==> src/agcnb_pkg.sv <==
// shared types, codes and gain tables of the receiver agc and noise blanker
package agcnb_pkg;

  localparam int unsigned IDX_W  = 4;
  localparam int unsigned WORD_W = 10;
  localparam int unsigned HANG_W = 5;
  localparam int unsigned REL_W  = 4;
  localparam int unsigned BLK_W  = 2;
  localparam int unsigned ACT_W  = 3;
  localparam int unsigned CIDX_W = 2;
  localparam int unsigned CDAT_W = 4;

  localparam logic [2:0] MODE_AUTO   = 3'd0;
  localparam logic [2:0] MODE_MANUAL = 3'd1;
  localparam logic [2:0] MODE_FAST   = 3'd2;
  localparam logic [2:0] MODE_NORM   = 3'd3;
  localparam logic [2:0] MODE_SLOW   = 3'd4;

  localparam logic [CIDX_W-1:0] REG_AGC_MODE     = 2'd0;
  localparam logic [CIDX_W-1:0] REG_GAIN_CEILING = 2'd1;
  localparam logic [CIDX_W-1:0] REG_LNA_BOOST    = 2'd2;
  localparam logic [CIDX_W-1:0] REG_BLANK_LEVEL  = 2'd3;

  localparam logic [ACT_W-1:0] ACT_NONE = 3'd0;
  localparam logic [ACT_W-1:0] ACT_MUTE = 3'd1;
  localparam logic [ACT_W-1:0] ACT_FM   = 3'd2;

  localparam logic        CMD_TICK    = 1'b0;
  localparam logic        CMD_RESTART = 1'b1;

  localparam logic signed [8:0] RSSI_ATTACK  = -9'sd65;
  localparam logic signed [8:0] RSSI_RELEASE = -9'sd90;

  localparam logic [IDX_W-1:0]  ATTACK_FAST = 4'd2;
  localparam logic [IDX_W-1:0]  ATTACK_SLOW = 4'd1;
  localparam logic [HANG_W-1:0] HANG_FAST   = 5'd2;
  localparam logic [HANG_W-1:0] HANG_NORM   = 5'd10;
  localparam logic [HANG_W-1:0] HANG_SLOW   = 5'd25;
  localparam logic [REL_W-1:0]  PERIOD_FAST = 4'd1;
  localparam logic [REL_W-1:0]  PERIOD_NORM = 4'd4;
  localparam logic [REL_W-1:0]  PERIOD_SLOW = 4'd12;

  localparam logic [2:0] LNA_MAX = 3'd7;
  localparam logic [BLK_W-1:0] BLANK_TICKS = 2'd2;

  typedef struct packed {
    logic              cmd;
    logic              rx_select;
    logic              rx_active;
    logic              audio_live;
    logic [1:0]        modulation_class;
    logic signed [8:0] rssi_dbm;
    logic [7:0]        glitch_level;
  } in_item_t;

  typedef struct packed {
    logic              gain_write;
    logic [WORD_W-1:0] gain_word;
    logic [IDX_W-1:0]  gain_index;
    logic [ACT_W-1:0]  audio_action;
  } out_item_t;

  typedef struct packed {
    logic [2:0]       agc_mode;
    logic [IDX_W-1:0] gain_ceiling;
    logic             lna_boost;
    logic [BLK_W-1:0] blank_level;
  } cfg_t;

  function automatic logic [WORD_W-1:0] gain_table(input logic [IDX_W-1:0] idx);
    logic [WORD_W-1:0] w;
    case (idx)
      4'd0:    w = 10'h000;
      4'd1:    w = 10'h011;
      4'd2:    w = 10'h003;
      4'd3:    w = 10'h00C;
      4'd4:    w = 10'h01C;
      4'd5:    w = 10'h01E;
      4'd6:    w = 10'h03E;
      4'd7:    w = 10'h05E;
      4'd8:    w = 10'h07E;
      4'd9:    w = 10'h09F;
      4'd10:   w = 10'h0FF;
      4'd11:   w = 10'h1FF;
      4'd12:   w = 10'h2FF;
      4'd13:   w = 10'h35F;
      4'd14:   w = 10'h37F;
      default: w = 10'h3FF;
    endcase
    return w;
  endfunction

  function automatic logic [WORD_W-1:0] boosted_word(input logic [IDX_W-1:0] idx,
                                                     input logic boost);
    logic [WORD_W-1:0] w;
    logic [2:0]        lna;
    w   = gain_table(idx);
    lna = w[7:5];
    if (boost && lna != LNA_MAX) begin
      w[7:5] = lna + 3'd1;
    end
    return w;
  endfunction

  function automatic logic [7:0] glitch_thr(input logic [BLK_W-1:0] level);
    logic [7:0] t;
    case (level)
      2'd1:    t = 8'd180;
      2'd2:    t = 8'd140;
      2'd3:    t = 8'd100;
      default: t = 8'd255;
    endcase
    return t;
  endfunction

endpackage

==> src/agcnb_if.sv <==
// valid/ready channel interfaces for items, results and register writes
interface agcnb_in_if;
  logic              valid;
  logic              ready;
  logic              cmd;
  logic              rx_select;
  logic              rx_active;
  logic              audio_live;
  logic [1:0]        modulation_class;
  logic signed [8:0] rssi_dbm;
  logic [7:0]        glitch_level;

  modport source (output valid, cmd, rx_select, rx_active, audio_live, modulation_class,
                  rssi_dbm, glitch_level, input ready);
  modport sink (input valid, cmd, rx_select, rx_active, audio_live, modulation_class,
                rssi_dbm, glitch_level, output ready);
endinterface

interface agcnb_out_if;
  import agcnb_pkg::*;
  logic              valid;
  logic              ready;
  logic              gain_write;
  logic [WORD_W-1:0] gain_word;
  logic [IDX_W-1:0]  gain_index;
  logic [ACT_W-1:0]  audio_action;

  modport source (output valid, gain_write, gain_word, gain_index, audio_action,
                  input ready);
  modport sink (input valid, gain_write, gain_word, gain_index, audio_action,
                output ready);
endinterface

interface agcnb_cfg_if;
  import agcnb_pkg::*;
  logic              valid;
  logic              ready;
  logic [CIDX_W-1:0] index;
  logic [CDAT_W-1:0] data;

  modport source (output valid, index, data, input ready);
  modport sink (input valid, index, data, output ready);
endinterface

==> src/receiver_agc_noise_blanker_top.sv <==
// top level: item register, agc and blanker step, result register
// path: an accepted item waits in the item register until the result register is free
// throughput: one item per cycle while out_chan is ready; set by the state update of the
// selected receiver between the item register and the result register
// reset: rst_n synchronous active low; index 15, counters 0, registers to defaults
module receiver_agc_noise_blanker_top (
  input  logic        clk,
  input  logic        rst_n,
  agcnb_in_if.sink    in_chan,
  agcnb_out_if.source out_chan,
  agcnb_cfg_if.sink   cfg_chan
);
  import agcnb_pkg::*;

  cfg_t      cfg_r;
  in_item_t  item_r;
  logic      item_valid_r;
  out_item_t res_r;
  logic      res_valid_r;
  logic      step_en;
  out_item_t res_nxt;

  assign cfg_chan.ready = 1'b1;

  always_ff @(posedge clk) begin
    if (!rst_n) begin
      cfg_r.agc_mode     <= MODE_AUTO;
      cfg_r.gain_ceiling <= 4'd15;
      cfg_r.lna_boost    <= 1'b0;
      cfg_r.blank_level  <= '0;
    end else if (cfg_chan.valid) begin
      case (cfg_chan.index)
        REG_AGC_MODE:     cfg_r.agc_mode     <= cfg_chan.data[2:0];
        REG_GAIN_CEILING: cfg_r.gain_ceiling <= cfg_chan.data;
        REG_LNA_BOOST:    cfg_r.lna_boost    <= cfg_chan.data[0];
        REG_BLANK_LEVEL:  cfg_r.blank_level  <= cfg_chan.data[1:0];
        default: begin
        end
      endcase
    end
  end

  assign step_en       = item_valid_r && (!res_valid_r || out_chan.ready);
  assign in_chan.ready = !item_valid_r || step_en;

  always_ff @(posedge clk) begin
    if (!rst_n) begin
      item_valid_r <= 1'b0;
      res_valid_r  <= 1'b0;
    end else begin
      if (in_chan.ready) begin
        item_valid_r <= in_chan.valid;
      end
      if (step_en) begin
        res_valid_r <= 1'b1;
      end else if (out_chan.ready) begin
        res_valid_r <= 1'b0;
      end
    end
  end

  always_ff @(posedge clk) begin
    if (in_chan.valid && in_chan.ready) begin
      item_r.cmd              <= in_chan.cmd;
      item_r.rx_select        <= in_chan.rx_select;
      item_r.rx_active        <= in_chan.rx_active;
      item_r.audio_live       <= in_chan.audio_live;
      item_r.modulation_class <= in_chan.modulation_class;
      item_r.rssi_dbm         <= in_chan.rssi_dbm;
      item_r.glitch_level     <= in_chan.glitch_level;
    end
    if (step_en) begin
      res_r <= res_nxt;
    end
  end

  agcnb_agc u_agc (
    .clk        (clk),
    .rst_n      (rst_n),
    .step_en    (step_en),
    .item       (item_r),
    .cfg        (cfg_r),
    .gain_write (res_nxt.gain_write),
    .gain_word  (res_nxt.gain_word),
    .gain_index (res_nxt.gain_index)
  );

  agcnb_blanker u_blanker (
    .clk          (clk),
    .rst_n        (rst_n),
    .step_en      (step_en),
    .item         (item_r),
    .cfg          (cfg_r),
    .audio_action (res_nxt.audio_action)
  );

  assign out_chan.valid        = res_valid_r;
  assign out_chan.gain_write   = res_r.gain_write;
  assign out_chan.gain_word    = res_r.gain_word;
  assign out_chan.gain_index   = res_r.gain_index;
  assign out_chan.audio_action = res_r.audio_action;

endmodule

==> src/agcnb_blanker.sv <==
// noise blanker: mute on glitch, restore after two ticks
module agcnb_blanker (
  input  logic                          clk,
  input  logic                          rst_n,
  input  logic                          step_en,
  input  agcnb_pkg::in_item_t           item,
  input  agcnb_pkg::cfg_t               cfg,
  output logic [agcnb_pkg::ACT_W-1:0]   audio_action
);
  import agcnb_pkg::*;

  logic [BLK_W-1:0] blank_left_r, blank_left_nxt;

  always_comb begin
    blank_left_nxt = blank_left_r;
    audio_action   = ACT_NONE;
    if (item.cmd == CMD_TICK && item.rx_active) begin
      if (blank_left_r != '0) begin
        blank_left_nxt = blank_left_r - 2'd1;
        if (blank_left_r == 2'd1 && item.audio_live) begin
          audio_action = ACT_FM + {1'b0, item.modulation_class};
        end
      end else if (cfg.blank_level != '0 && item.audio_live &&
                   item.glitch_level >= glitch_thr(cfg.blank_level)) begin
        audio_action   = ACT_MUTE;
        blank_left_nxt = BLANK_TICKS;
      end
    end
  end

  always_ff @(posedge clk) begin
    if (!rst_n) begin
      blank_left_r <= '0;
    end else if (step_en) begin
      blank_left_r <= blank_left_nxt;
    end
  end

endmodule

==> src/agcnb_agc.sv <==
// software agc of two receivers: attack, hang and release of the gain index
module agcnb_agc (
  input  logic                           clk,
  input  logic                           rst_n,
  input  logic                           step_en,
  input  agcnb_pkg::in_item_t            item,
  input  agcnb_pkg::cfg_t                cfg,
  output logic                           gain_write,
  output logic [agcnb_pkg::WORD_W-1:0]   gain_word,
  output logic [agcnb_pkg::IDX_W-1:0]    gain_index
);
  import agcnb_pkg::*;

  logic [IDX_W-1:0]  agc_index_r [2];
  logic              phase_r     [2];
  logic [HANG_W-1:0] hang_left_r [2];
  logic [REL_W-1:0]  rel_cnt_r   [2];

  logic [IDX_W-1:0]  idx_nxt, idx_clamp;
  logic              phase_nxt;
  logic [HANG_W-1:0] hang_nxt;
  logic [REL_W-1:0]  rel_nxt, rel_inc;
  logic              soft_mode;
  logic [IDX_W-1:0]  attack;
  logic [HANG_W-1:0] hang_set;
  logic [REL_W-1:0]  period;
  logic              sel;

  assign sel       = item.rx_select;
  assign soft_mode = (cfg.agc_mode == MODE_FAST) || (cfg.agc_mode == MODE_NORM) ||
                     (cfg.agc_mode == MODE_SLOW);
  assign idx_clamp = (agc_index_r[sel] > cfg.gain_ceiling) ? cfg.gain_ceiling
                                                            : agc_index_r[sel];
  assign rel_inc   = rel_cnt_r[sel] + 4'd1;

  always_comb begin
    case (cfg.agc_mode)
      MODE_FAST: begin
        attack = ATTACK_FAST; hang_set = HANG_FAST; period = PERIOD_FAST;
      end
      MODE_SLOW: begin
        attack = ATTACK_SLOW; hang_set = HANG_SLOW; period = PERIOD_SLOW;
      end
      default: begin
        attack = ATTACK_SLOW; hang_set = HANG_NORM; period = PERIOD_NORM;
      end
    endcase
  end

  always_comb begin
    idx_nxt    = agc_index_r[sel];
    phase_nxt  = phase_r[sel];
    hang_nxt   = hang_left_r[sel];
    rel_nxt    = rel_cnt_r[sel];
    gain_write = 1'b0;
    if (item.cmd == CMD_RESTART) begin
      idx_nxt    = cfg.gain_ceiling;
      phase_nxt  = 1'b0;
      hang_nxt   = '0;
      rel_nxt    = '0;
      gain_write = (cfg.agc_mode != MODE_AUTO);
    end else if (item.rx_active && soft_mode) begin
      idx_nxt    = idx_clamp;
      gain_write = (agc_index_r[sel] > cfg.gain_ceiling);
      if (!phase_r[sel]) begin
        phase_nxt = 1'b1;
      end else begin
        phase_nxt = 1'b0;
        if (item.rssi_dbm > RSSI_ATTACK) begin
          idx_nxt  = (idx_clamp > attack) ? idx_clamp - attack : '0;
          hang_nxt = hang_set;
          rel_nxt  = '0;
        end else if (hang_left_r[sel] != '0) begin
          hang_nxt = hang_left_r[sel] - 5'd1;
          rel_nxt  = '0;
        end else if (item.rssi_dbm < RSSI_RELEASE && idx_clamp < cfg.gain_ceiling) begin
          rel_nxt = rel_inc;
          if (rel_inc >= period) begin
            rel_nxt = '0;
            idx_nxt = idx_clamp + 4'd1;
          end
        end else begin
          rel_nxt = '0;
        end
        if (idx_nxt != idx_clamp) begin
          gain_write = 1'b1;
        end
      end
    end
  end

  assign gain_index = idx_nxt;
  assign gain_word  = gain_write ? boosted_word(idx_nxt, cfg.lna_boost) : '0;

  always_ff @(posedge clk) begin
    if (!rst_n) begin
      for (int r = 0; r < 2; r++) begin
        agc_index_r[r] <= 4'd15;
        phase_r[r]     <= 1'b0;
        hang_left_r[r] <= '0;
        rel_cnt_r[r]   <= '0;
      end
    end else if (step_en) begin
      agc_index_r[sel] <= idx_nxt;
      phase_r[sel]     <= phase_nxt;
      hang_left_r[sel] <= hang_nxt;
      rel_cnt_r[sel]   <= rel_nxt;
    end
  end

endmodule
==> src/flat_wrapper.sv <==
// flat-port wrapper written by rule: the top's interface ports become plain ports
module receiver_agc_noise_blanker_top_flat import agcnb_pkg::*;
  (clk, rst_n, in_chan_valid, in_chan_cmd, in_chan_rx_select, in_chan_rx_active, in_chan_audio_live, in_chan_modulation_class, in_chan_rssi_dbm, in_chan_glitch_level, in_chan_ready, out_chan_valid, out_chan_gain_write, out_chan_gain_word, out_chan_gain_index, out_chan_audio_action, out_chan_ready, cfg_chan_valid, cfg_chan_index, cfg_chan_data, cfg_chan_ready);
  agcnb_in_if in_chan_i ();
  agcnb_out_if out_chan_i ();
  agcnb_cfg_if cfg_chan_i ();
  input  logic clk;
  input  logic rst_n;
  input wire logic [$bits(in_chan_i.valid)-1:0] in_chan_valid;
  input wire logic [$bits(in_chan_i.cmd)-1:0] in_chan_cmd;
  input wire logic [$bits(in_chan_i.rx_select)-1:0] in_chan_rx_select;
  input wire logic [$bits(in_chan_i.rx_active)-1:0] in_chan_rx_active;
  input wire logic [$bits(in_chan_i.audio_live)-1:0] in_chan_audio_live;
  input wire logic [$bits(in_chan_i.modulation_class)-1:0] in_chan_modulation_class;
  input wire logic [$bits(in_chan_i.rssi_dbm)-1:0] in_chan_rssi_dbm;
  input wire logic [$bits(in_chan_i.glitch_level)-1:0] in_chan_glitch_level;
  output wire logic [$bits(in_chan_i.ready)-1:0] in_chan_ready;
  output wire logic [$bits(out_chan_i.valid)-1:0] out_chan_valid;
  output wire logic [$bits(out_chan_i.gain_write)-1:0] out_chan_gain_write;
  output wire logic [$bits(out_chan_i.gain_word)-1:0] out_chan_gain_word;
  output wire logic [$bits(out_chan_i.gain_index)-1:0] out_chan_gain_index;
  output wire logic [$bits(out_chan_i.audio_action)-1:0] out_chan_audio_action;
  input wire logic [$bits(out_chan_i.ready)-1:0] out_chan_ready;
  input wire logic [$bits(cfg_chan_i.valid)-1:0] cfg_chan_valid;
  input wire logic [$bits(cfg_chan_i.index)-1:0] cfg_chan_index;
  input wire logic [$bits(cfg_chan_i.data)-1:0] cfg_chan_data;
  output wire logic [$bits(cfg_chan_i.ready)-1:0] cfg_chan_ready;
  assign in_chan_i.valid = in_chan_valid;
  assign in_chan_i.cmd = in_chan_cmd;
  assign in_chan_i.rx_select = in_chan_rx_select;
  assign in_chan_i.rx_active = in_chan_rx_active;
  assign in_chan_i.audio_live = in_chan_audio_live;
  assign in_chan_i.modulation_class = in_chan_modulation_class;
  assign in_chan_i.rssi_dbm = in_chan_rssi_dbm;
  assign in_chan_i.glitch_level = in_chan_glitch_level;
  assign in_chan_ready = in_chan_i.ready;
  assign out_chan_valid = out_chan_i.valid;
  assign out_chan_gain_write = out_chan_i.gain_write;
  assign out_chan_gain_word = out_chan_i.gain_word;
  assign out_chan_gain_index = out_chan_i.gain_index;
  assign out_chan_audio_action = out_chan_i.audio_action;
  assign out_chan_i.ready = out_chan_ready;
  assign cfg_chan_i.valid = cfg_chan_valid;
  assign cfg_chan_i.index = cfg_chan_index;
  assign cfg_chan_i.data = cfg_chan_data;
  assign cfg_chan_ready = cfg_chan_i.ready;
  receiver_agc_noise_blanker_top u_core (.clk(clk), .rst_n(rst_n), .in_chan(in_chan_i), .out_chan(out_chan_i), .cfg_chan(cfg_chan_i));
endmodule
==> config.mk <==
export PLATFORM = sky130hd
export DESIGN_NAME = receiver_agc_noise_blanker_top_flat
export DESIGN_NICKNAME = d
export VERILOG_FILES = /design/src/agcnb_pkg.sv /design/src/agcnb_if.sv /design/src/receiver_agc_noise_blanker_top.sv /design/src/agcnb_blanker.sv /design/src/agcnb_agc.sv /design/src/flat_wrapper.sv
export SDC_FILE = /design/constraint.sdc
export NUM_CORES = 1
export LEC_CHECK = 0
export BUFFER_PORTS_ARGS = -buffer_cell sky130_fd_sc_hd__buf_2
export CAP_MARGIN = 20
export CORE_UTILIZATION = 64
export CTS_CLUSTER_SIZE = 25
export DETAILED_ROUTE_END_ITERATION = 8
export MAX_ROUTING_LAYER = met4
export PLACE_DENSITY = 0.95
export SYNTH_ARGS = -nofsm -noshare
export SYNTH_HDL_FRONTEND = slang
export SYNTH_SLANG_ARGS = --single-unit
==> constraint.sdc <==
create_clock -name clk -period 12.4 [get_ports clk]
set_clock_uncertainty 0.05 [all_clocks]
set_input_delay 2.48 -clock clk [delete_from_list [all_inputs] [get_ports clk]]
set_output_delay 2.48 -clock clk [all_outputs]
set_load 0.01 [all_outputs]
# Word level (Yosys, flattened, before mapping)

Memories as Yosys holds them, arrays and structs flattened. A register that Yosys moved wholly into a read port is not among the register bits.
Index checks and enable logic that the tools add are counted.

Flip-flop bits (word level): 55
Memory bits (writable): 28
Memory bits (read-only): 160
Bits of input ports: 34
Output and inout bits: 21
Logic and storage cells: 146
Memories kept: 5

Add/sub/neg operators: 7
Magnitude comparators: 7
Eq/ne operators: 12
Muxes and demuxes: 65
Bitwise gates (word level): 1
Reduce and logical (&&, ||, !) cells: 31

Memory list:

| name                     | depth | width | rd ports | clocked after memory_dff | wr ports | RTL line        | source |
|---|---|---|---|---|---|---|---|
| (name not given)         | 16    | 10    | 1        | 0                        | 0        | agcnb_pkg.sv:72 | `case (idx)` |
| u_core.u_agc.hang_left_r | 2     | 5     | 1        | 1                        | 2        | agcnb_agc.sv:16 | `logic [HANG_W-1:0] hang_left_r [2];` |
| u_core.u_agc.agc_index_r | 2     | 4     | 1        | 1                        | 2        | agcnb_agc.sv:14 | `logic [IDX_W-1:0] agc_index_r [2];` |
| u_core.u_agc.rel_cnt_r   | 2     | 4     | 1        | 1                        | 2        | agcnb_agc.sv:17 | `logic [REL_W-1:0] rel_cnt_r [2];` |
| u_core.u_agc.phase_r     | 2     | 1     | 1        | 1                        | 2        | agcnb_agc.sv:15 | `logic phase_r [2];` |

Operators by type and width:

| operator                                                      | count |
|---|---|
| two-way mux 4 bit                                             | 21 |
| two-way mux 5 bit                                             | 6 |
| two-way mux 1 bit                                             | 27 |
| one-hot mux 8 bit (3 select lines)                            | 1 |
| two-way mux 8 bit                                             | 2 |
| one-hot mux 5 bit (2 select lines)                            | 1 |
| greater-than comparator 9 x 8 -> 1 bit, second input constant | 1 |
| logical AND 1 bit                                             | 9 |
| < comparator 9 x 8 -> 1 bit, second input constant            | 1 |
| two-way mux 3 bit                                             | 3 |
| adder 4 x 1 -> 4 bit, second input constant                   | 2 |
| == test 2 bit, second input constant                          | 4 |
| >= comparator 8 bit                                           | 1 |
| one-hot mux 4 bit (2 select lines)                            | 1 |
| AND reduction 2 bit                                           | 4 |
| nonzero test 2 bit                                            | 4 |
| OR reduction 4 bit                                            | 2 |
| == test 2 x 1 -> 1 bit, second input constant                 | 3 |
| == test 3 x 2 -> 1 bit, second input constant                 | 2 |
| two-way mux 2 bit                                             | 3 |
| nonzero test 5 bit                                            | 1 |
| OR reduction 5 bit                                            | 1 |
| subtractor 5 x 1 -> 5 bit, second input constant              | 1 |
| >= comparator 4 bit                                           | 1 |
| other kinds (17)                                              | 21 |

# Logic depth before layout (Yosys ltp)

An unclocked memory read counts as a cell.

Word-level depth: 17
Mapped depth: 27
Depth with buffers taken out: 26

# Hierarchy

Synthesis repeated with hierarchy kept, for this count alone.

Cell total of the unflattened synthesis: 466
Area, all modules: 4932.2 µm²

Modules (own cells, without submodules):

| module                         | instances | cells an instance | area an instance (µm²) | seq. area each (µm²) |
|---|---|---|---|---|
| agcnb_agc                      | 1         | 326               | 2771.4                 | 820.8 |
| receiver_agc_noise_blanker_top | 1         | 94                | 1746.7                 | 1471.4 |
| agcnb_blanker                  | 1         | 46                | 414.1                  | 40.0 |

# Worst setup path after synthesis

Ideal clock, no wire load.

Path type: input to output
From: input port out_chan_ready
To: output port in_chan_ready
Arrival: 2.796 ns
Required time: 9.870 ns
Path slack: 7.074 ns
Stages on the path: 2
Buffers on the path: 0
Cells stage by stage: nor2b_1 > nand2_1

Word-level cells in the longest chain between the ends: 3

RTL lines:

| item               | RTL line                             | source |
|---|---|---|
| start: declaration | flat_wrapper.sv:23                   | `input wire logic [$bits(out_chan_i.ready)-1:0] out_chan_ready;` |
| logical OR 1 bit   | receiver_agc_noise_blanker_top.sv:43 | `assign step_en = item_valid_r && (!res_valid_r \|\| out_chan.ready);` |
| logical AND 1 bit  | receiver_agc_noise_blanker_top.sv:43 |  |
| logical OR 1 bit   | receiver_agc_noise_blanker_top.sv:44 | `assign in_chan.ready = !item_valid_r \|\| step_en;` |
| end: declaration   | flat_wrapper.sv:17                   | `output wire logic [$bits(in_chan_i.ready)-1:0] in_chan_ready;` |

No other way between the ends.

==> impl_results.md <==
* Cells after Synth at 468
* Tightest Hold Check Type: flip-flop to flip-flop
* RSZ-0062 raised after global routing: no
* First drt pass iteration count at 5
* Post-synthesis sequential area ratio at 46.4%
* DRT iter0 DRCs at ~330
* Rows at 31
* Hold_buf cts at 0
* Synth Cell Area at 4940 um^2
* Synthesized area per cell at 10.6 um^2
* Max Freq at ~0.15 GHz
* Final Max Tran Viols at 0
* Largest net degree at the start of global routing at 30
* Crit end category: flip-flop
* Post-synthesis register bit count at 82
* Core box area at 7370 um^2
* Final net count at slightly below 600
* Synth-to-layout area growth at 10.4%
* Most Used Layer, Global Route: met2
* Post-synth EDFFs at 65
* Req. time, crit path at 12.52 ns
* First-pass GRT wire length at between 15000 and 20000 um
* Chip height at 89.9 um
* Syn Nets at 537
* Top-count cell post-synth: edfxtp_1
* Final min period at 6.79 ns
* Grt ovf at 0
* Vias in the first global route at 3950
* Clock root cell: clkbuf_8
* Crit start category: flip-flop
* Diode count at 0
* Routed Antenna Nets at 0
* Crit Path Class: flip-flop to flip-flop
* GRT Resource Usage Total at 30.8%
* Initial antenna violation count at 0
* CTS tree: done
* Placed Area at 5240 um^2
* Die W at ~90 um
* Placed insts at 604
* Async SR Flop Fraction at 0%
* Port bufs at 52
* Clock slew at reported path FFs at about 0.080 ns
* Initial Util at around two thirds
* Number of buffers created by CTS at 9
* Max-Cap Viols at 0
* Top cells by count, synth: 65 x edfxtp_1, 45 x nand2_1, 35 x nor2_1
* Drt drc at 0
* Max Root-Sink Buffers at 2
* Clock sinks at 82
* Power per cell area at about 110 nW/um^2
* # H-tree levels at 3
* Post-synth top area share at just under 40%
* Final worst path period share at 54.8%
* Rel. slew slack at between 30% and 40%
* Final GP Congestion at 0.913
* Post-synth top flop: edfxtp_1
* Yosys warns at 0
* Routed wire length at 11500 um
* DP HPWL at ~8000 um
* Arr. time, crit path at 6.92 ns
* Max rail drop VDD at 0.0797 mV
* Fillers at 454
* Critical Path Fanout Max at 17
* Met1 GRT Util at around a third
* Met3 Use GR at just over 6%
* Top cell type by total area after synthesis: edfxtp_1
* Post_cts resized at 0
* I/O pins at 55
* Post-CTS Setup Inserts at 0
* Least-Margin Pin Slew at 1.02 ns
* Post-route insts no fill at 620
* Final setup viols at 0
* Leak at 2.16 nW
* Met2 global-route usage at 54.4%
* Vias per inst at ~6.3
* Setup_tns at 0 ns
* Top cells by area, synth: edfxtp_1 40%, ha_1 8.6%, dfxtp_1 6.9%
* Routed len/inst at 18.5 um
* Via count at slightly below 4000
* Share of layout cells above drive strength 1 at 18.6%
* Finished Cell Area at 5450 um^2
* Synth cell types at 75
* Status: finished, final reports clean
* Clock Latency Late Sink at 0.37 ns
* Die ar. at 8070 um^2
* Final hold viol count at 0
==> worst paths after layout <==
path | from | slack, ns | cells past startpoint | endpoint
max | flip-flop | 5.61 | 23 | u_core.out_chan.gain_word[6]
min | u_core.u_blanker.blank_left_r[1] | 0.47 | 2 | u_core.u_blanker.blank_left_r[1]
max reg2reg | flip-flop | 5.61 | 23 | u_core.out_chan.gain_word[6]
min reg2reg | u_core.u_blanker.blank_left_r[1] | 0.47 | 2 | u_core.u_blanker.blank_left_r[1]
==> power breakdown <==
part	total, W	leakage (nW)	internal, W	switching, W
clock	0.000210	0.105	0.000113	0.0000964
sequential	0.000318	0.754	0.000309	0.00000929
combinational	0.0000783	1.30	0.0000309	0.0000475
total	0.000606	2.16	0.000453	0.000153
==> stage by stage <==
step           worst slack, ns  utilization [%]  hold WS [ns]  total power (W)
2_1_floorplan             7.07                -         0.405         0.000376
3_3_place_gp              6.00             71.1         0.412         0.000394
3_5_place_dp              5.79             71.1         0.428         0.000400
4_1_cts                   5.70             74.0         0.467         0.000604
5_1_grt                   5.29             74.0         0.502         0.000623
6_report                  5.61             74.0         0.474         0.000606
==> final cells by class <==
cell class                      count  area [um^2]  area share [%]
Multi-Input combinational cell    342         2450            45.0
Sequential cell                    82         2290            42.0
Timing Repair Buffer               53          268            4.91
Clock buffer                       11          131            2.41
Tap cell                           99          124            2.27
Inverter                           28          105            1.93
Clock inverter                      5         77.6            1.42
==> flip-flops by register name, summed over array words and instances, names as in the netlist, named ones only <==
name                           flops
u_core.u_agc.phase_r               2
u_core.out_chan.valid              1
u_core.out_chan.audio_action       3
u_core.u_agc.rel_cnt_r             8
u_core.out_chan.gain_write         1
u_core.u_agc.hang_left_r          10
u_core.u_blanker.blank_left_r      2
u_core.cfg_r                      10
u_core.out_chan.gain_word          9
u_core.out_chan.gain_index         4
u_core.item_r                     22
u_core.u_agc.agc_index_r           8
u_core.item_valid_r                1
==> cell families after synthesis <==
kind of cell    synth area share [%]
fa+ha+maj                       9.02
simple gates                    17.9
other cells                   0.0759
compound gates                  15.0
flops                           46.4
mux                             6.86
xor+xnor                       0.887
buf+inv                         3.93
==> worst max-delay path, cell delays in order, from the launching register on <==
cell and delay (ns):
dfxtp_1 0.92, mux2_2 0.47, ha_1 0.33, nor2b_1 0.16, o31a_1 0.33, nor3_1 0.31
or2_0 0.35, inv_1 0.13, ha_1 0.30, nor2b_1 0.15, nor4_4 0.30, nand4_1 0.26
a21oi_1 0.21, o22ai_1 0.13, o41ai_4 0.52, inv_1 0.19, ha_1 0.28, inv_1 0.09
or2_1 0.14, nand2_1 0.07, ha_1 0.20, ha_1 0.20, nand2b_1 0.18, a311oi_1 0.32
==> placed cells by master, fill, tap and decap left out, drive strengths merged, types with 18 or more instances in the layout <==
cell type  count
buf           53
ha            34
nand3         18
inv           29
nor2          36
a21oi         19
nor2b         20
nand2         45
mux2i         23
edfxtp        65
o21ai         19
==> layer usage <==
layer / wire length [um] / vias up
li1: - / 1813
met1: 4390 / 1836
met2: 5840 / 213
met3: 872 / 46
met4: 391 / 0
met5: 0 / -
No activity file was read; power rests on OpenSTA's default activity.
